<file path="config.mk">
export PLATFORM = sky130hd
export DESIGN_NAME = fdl_ctrl
export DESIGN_NICKNAME = d
export VERILOG_FILES = /design/src/design/fdl_pkg.sv /design/src/design/fdl_ctrl.sv
export SDC_FILE = /design/constraint.sdc
export NUM_CORES = 1
export LEC_CHECK = 0
export BUFFER_PORTS_ARGS = -buffer_cell sky130_fd_sc_hd__clkbuf_2
export CORE_AREA = 2 2 39 41
export DETAILED_ROUTE_END_ITERATION = 8
export DIE_AREA = 0 0 41 43
export GPL_TIMING_DRIVEN = 0
export PLACE_DENSITY = 0.32
export SKIP_LAST_GASP = 1
export SLEW_MARGIN = 10
export SYNTH_ARGS = -nofsm -noshare
export SYNTH_HDL_FRONTEND = slang
export SYNTH_SLANG_ARGS = --single-unit
</file>
<file path="constraint.sdc">
create_clock -name i_clk -period 1.5 [get_ports i_clk]
set_input_delay 0.075 -clock i_clk [delete_from_list [all_inputs] [get_ports i_clk]]
set_output_delay 0.075 -clock i_clk [all_outputs]
set_load 0.01 [all_outputs]
</file>
<file path="src/design/fdl_pkg.sv">
package fdl_pkg;

    localparam int DELAY_DEPTH = 2048;
    localparam int ADDR_W      = $clog2(DELAY_DEPTH);
    localparam int LEN_W       = $clog2(DELAY_DEPTH + 1);

    localparam int SAMPLE_W = 16;
    localparam int DLEN_W   = 11;
    localparam int GAIN_W   = 15;
    localparam int CFG_W    = 15;
    localparam int CFG_IDX_W = 2;

    localparam logic [DLEN_W-1:0] DLEN_RESET = 11'd1000;
    localparam logic [GAIN_W-1:0] GAIN_RESET = 15'd16384;

    localparam logic [CFG_IDX_W-1:0] CFG_DELAY_LENGTH  = 2'd0;
    localparam logic [CFG_IDX_W-1:0] CFG_FEEDBACK_GAIN = 2'd1;
    localparam logic [CFG_IDX_W-1:0] CFG_MIX_GAIN      = 2'd2;

    typedef logic signed [SAMPLE_W-1:0] t_sample;

    typedef enum logic [1:0] {
        S_IDLE,
        S_FB,
        S_SUM,
        S_MIX
    } t_state;

    typedef struct packed {
        logic load;
        logic fb;
        logic sum;
        logic mix;
    } t_cmd;

    typedef struct packed {
        logic out_free;
    } t_sts;

    // q0.15 gain, round half up: (a * g + 2^14) >>> 15
    function automatic t_sample gain_q15(input t_sample a, input logic [GAIN_W-1:0] g);
        logic signed [31:0] p;
        logic signed [31:0] s;
        p = 32'(a) * 32'($signed({1'b0, g}));
        s = p + 32'sd16384;
        return s[30:15];
    endfunction

endpackage

</file>
<file path="src/design/fdl_ctrl.sv">
module fdl_ctrl
    import fdl_pkg::*;
(
    input  logic i_clk,
    input  logic i_rst_n,
    input  logic i_in_valid,
    output logic o_in_ready,
    input  t_sts i_sts,
    output t_cmd o_cmd
);

    t_state r_state;
    t_state n_state;

    always_ff @(posedge i_clk) begin
        if (!i_rst_n) begin
            r_state <= S_IDLE;
        end else begin
            r_state <= n_state;
        end
    end

    always_comb begin
        n_state    = r_state;
        o_in_ready = 1'b0;
        o_cmd      = '0;
        case (r_state)
            S_IDLE: begin
                o_in_ready = 1'b1;
                if (i_in_valid) begin
                    o_cmd.load = 1'b1;
                    n_state    = S_FB;
                end
            end
            S_FB: begin
                o_cmd.fb = 1'b1;
                n_state  = S_SUM;
            end
            S_SUM: begin
                o_cmd.sum = 1'b1;
                n_state   = S_MIX;
            end
            S_MIX: begin
                // hold until the output register can take the result
                if (i_sts.out_free) begin
                    o_cmd.mix = 1'b1;
                    n_state   = S_IDLE;
                end
            end
            default: begin
                n_state = S_IDLE;
            end
        endcase
    end

endmodule

</file>
== Yosys cells after proc, flatten, opt, wreduce, memory -nomap -nowiden ==
Index checks and enable logic that the tools add are counted.
Widths: inputs -> output; s select.

* Input port bits: 4
* Flip-flop bits (word level): 2
* Output and inout port bits: 5
* Logic and storage cells: 18

* Reduce and logical (&&, ||, !) cells: 2
* Equal/unequal tests: 5
* Muxes and demuxes: 10

{| class="wikitable"
|+ Operators by type and width
! kind !! number
|-
| $pmux 2 s4 || 1
|-
| $mux 1 || 7
|-
| $eq 2x2->1 const B || 2
|-
| $mux 2 || 2
|-
| $ne 2x2->1 const B || 2
|-
| $eq 2x1->1 const B || 1
|-
| $logic_not 2->1 || 1
|-
| $reduce_and 2->1 || 1
|}

== Logic depth before layout (Yosys ltp) ==
* Depth in word-level cells: 3
* Gate-level depth with buffers: 4
* Mapped depth without buffers: 4

== Worst setup path after synthesis ==
No wires, ideal clock.

* Kind: register -> register
* Start: reg r_state[0]
* End: reg r_state[0]
* Arrival: 1.065 ns
* Clock period less this slack: 1.180 ns
* Path buffers: 0
* Stages on the path, launching flop included: 5
* Slack: 0.320 ns
* Library setup time: 0.115 ns
* Data required time: 1.385 ns
* Cell sequence: dfxtp_1 > inv_1 > ha_1 > o31a_1 > o21a_1

* Cells in the longest elaborated chain, start to end: 3
* Elaborated cells on any way between the ends: 8
* Those cells by class: 5 x eq/ne; 1 x mux; 2 x reduce/logical

{| class="wikitable"
|+ Ends and longest elaborated chain
! item !! line !! RTL
|-
| start: declaration || fdl_ctrl.sv:12 || <nowiki>t_state r_state;</nowiki>
|-
| start signal: assignment || fdl_ctrl.sv:19 || <nowiki>r_state <= n_state;</nowiki>
|-
| $eq 2x2->1 or $logic_not 2->1 (tied branches) || fdl_ctrl.sv:27 || <nowiki>case (r_state)</nowiki>
|-
| $ne 2x2->1 (no source line) || n/a ||
|-
| $reduce_and 2->1 (no source line) || n/a ||
|}

Parallel ways exist; a longest one is shown, timed or not.
A chain may end at the register's enable or synchronous reset.

==> flow_summary.ini <==
[power]
comb_power_share = 0.482
p_seq_frac = 0.232
p_leak_nw = 0.131
max-vdd-ir-drop_v = 0.000672
power.total_mw = 0.405
switchingPower_mw = 0.151
p_sw_frac = 0.374
p_int_mw = 0.254
p_per_area_nw_per_um2 = 1590
power_frac_clock = 0.286

[synthesis]
ys_ff_latch = 2
avgSynthCellArea_um2 = 9.52
synth-seq-area-share = 0.234
syn_area_um2 = 171
synth_xor_area_frac = 0
synth_mux_area_frac = 0.0584
yosys.area_share.simple = 0.204
synth-adder-area-share = 0.292
synth_warnings = 0
synth_top_family_by_area = adder cells
syn-num-nets = 26
synth_compound_area_frac = 0.146
synth_cell_types = 11
synthCells = 18

[clocking]
cts_resized = 0
post-cts-setup-buffer-count = 0
cts_root_buffer = clkbuf_4
clockBufferDepth = 2
numCtsBuffers = 3
clock-sinks = 2
cts_hold_buf = 0
clock_latency_ns = 0.22
cts_tree = done
clk_pin_slew_ns = 0.03
htreeDepth = 1

[global_routing]
gr-total-overflow = 0
met3_usage = 0.0681
grt_max_degree = 5
grt_pass1_vias = 154
track_usage = 0.0551
use_met2 = 0.0531
antenna_found_initial = 0
grt_busiest_layer = met3
grt_pass1_wl_um = 586
use_met1 = 0.0607

[floorplan]
core_area_um2 = 1380
die_h_um = 43
die_w_um = 41
die_area_um2 = 1760
initial_core_util = 0.124
ios = 9
std_cell_rows = 14

[routing]
drt_iter0_markers = 4
vias = 157
routedWlPerCell_um = 7.89
drc = 0
first_pass_iters = 2
wirelength_um = 355
vias_per_cell = 3.49
ant_nets = 0

[place]
portBuffers = 8
dp_cells = 42
gp_congestion = 0.552
dp_slack_ns = 0.286

[layout]
top_register = r_state
fin_cells = 45
antenna_cells = 0
utilization = 0.184
top_regs = r_state: 2 flops
largest_reg_flops = 2
drive_gt1_frac = 0.483
syn_to_final_growth_pct = 48.2
layout.nets = 39

[sta]
clock_skew_ns = 0.00273
period_needed_ns = 1.28
slew_headroom = 0.886
rsz0062_at_grt = false
hold_viol_final = 0
maxSlewViolCount = 0
tns_ns = 0
max_freq_ghz = 0.779
setup_violations = 0
fin_ws_ns = 0.217
layout_worst_path_cycle_share = 0.855
worst_pin_slew_ns = 0.171

[setup_path]
path_class = reg2out
worstPathMaxFanout = 4
worstPathRequired_ns = 1.42
setup.worst_path.start_class = register
end_kind = output pin
crit_arrival_ns = 1.21

[worst_hold_path]
hp-class = in2reg

[run]
max_cap_violations = 0

[run_status]
status = finished clean
worst max-delay path: stages, from the launching register on:
cell and delay, ns:
dfxtp_1 0.37, inv_1 0.08, ha_1 0.26, and2_1 0.16, clkbuf_2 0.12
logic make-up (layout without fill, tap and decap cells):
kind of cell             after synthesis  after routing
AND/OR/NAND/NOR                        5              5
adder cells (fa/ha/maj)                4              4
AO/OA/AOI/OAI                          3              3
buffers and inverters                  3             14
flip-flops                             2              2
multiplexers                           1              1
cells in the final DEF (no fill, tap or decap), types with 2 or more instances in the layout:
| cell type | count |
|---|---|
| inv_1 | 3 |
| nand2_1 | 2 |
| ha_1 | 4 |
| clkbuf_2 | 8 |
| clkbuf_4 | 3 |
| dfxtp_1 | 2 |
layout make-up:
type	instances	area [µm²]
repair buffers	8	40.0
fillers	167	1130
multi-input cells	13	120
well taps	16	20.0
inverters	3	11.3
clock buffers	3	22.5
flip-flops and latches	2	40.0
synthesized netlist by cell type, drive strengths merged:
cell / count / area (µm²)
ha: 4 / 50.1
inv: 3 / 11.3
and2: 2 / 13.8
dfxtp: 2 / 40.0
nand2: 2 / 7.51
a21oi: 1 / 8.76
mux2i: 1 / 10.0
nor2b: 1 / 13.8
o21a: 1 / 7.51
o31a: 1 / 8.76
path summary, 6_finish.rpt:
check / cells past startpoint / endpoint / slack, ns / start
max reg2reg: 4 / r_state[0]$_SDFFE_PN0P_ / 0.28 / r_state[0]$_SDFFE_PN0P_
min: 3 / r_state[1]$_SDFFE_PN0P_ / 0.12 / i_rst_n
min reg2reg: 2 / r_state[1]$_SDFFE_PN0P_ / 0.50 / r_state[1]$_SDFFE_PN0P_
max: 4 / o_cmd[3] / 0.22 / r_state[0]$_SDFFE_PN0P_
metrics by stage:
step / hold WS (ns) / cell area [µm²]
floorplan: 0.221 / 171
finish: 0.125 / 254
CTS: 0.123 / 254
global route: 0.136 / 254
global placement: 0.351 / 231
detailed placement: 0.357 / 231
layer usage:
layer / vias up / part of all wire / wire [µm]
met5: - / 0 / 0
met4: 0 / 0 / 0
met3: 0 / 0.19 / 67
met2: 12 / 0.31 / 111
met1: 65 / 0.50 / 177
li1: 80 / - / -
power by group through the flow:
stage               clock [mW]  combinational (mW)  sequential, mW
floorplan                    0               0.137          0.0898
global placement             0               0.197          0.0947
detailed placement           0               0.200          0.0947
CTS                      0.123               0.200          0.0940
global route             0.131               0.228          0.0962
finish                   0.116               0.195          0.0939
No activity file was read; power rests on OpenSTA's default activity.
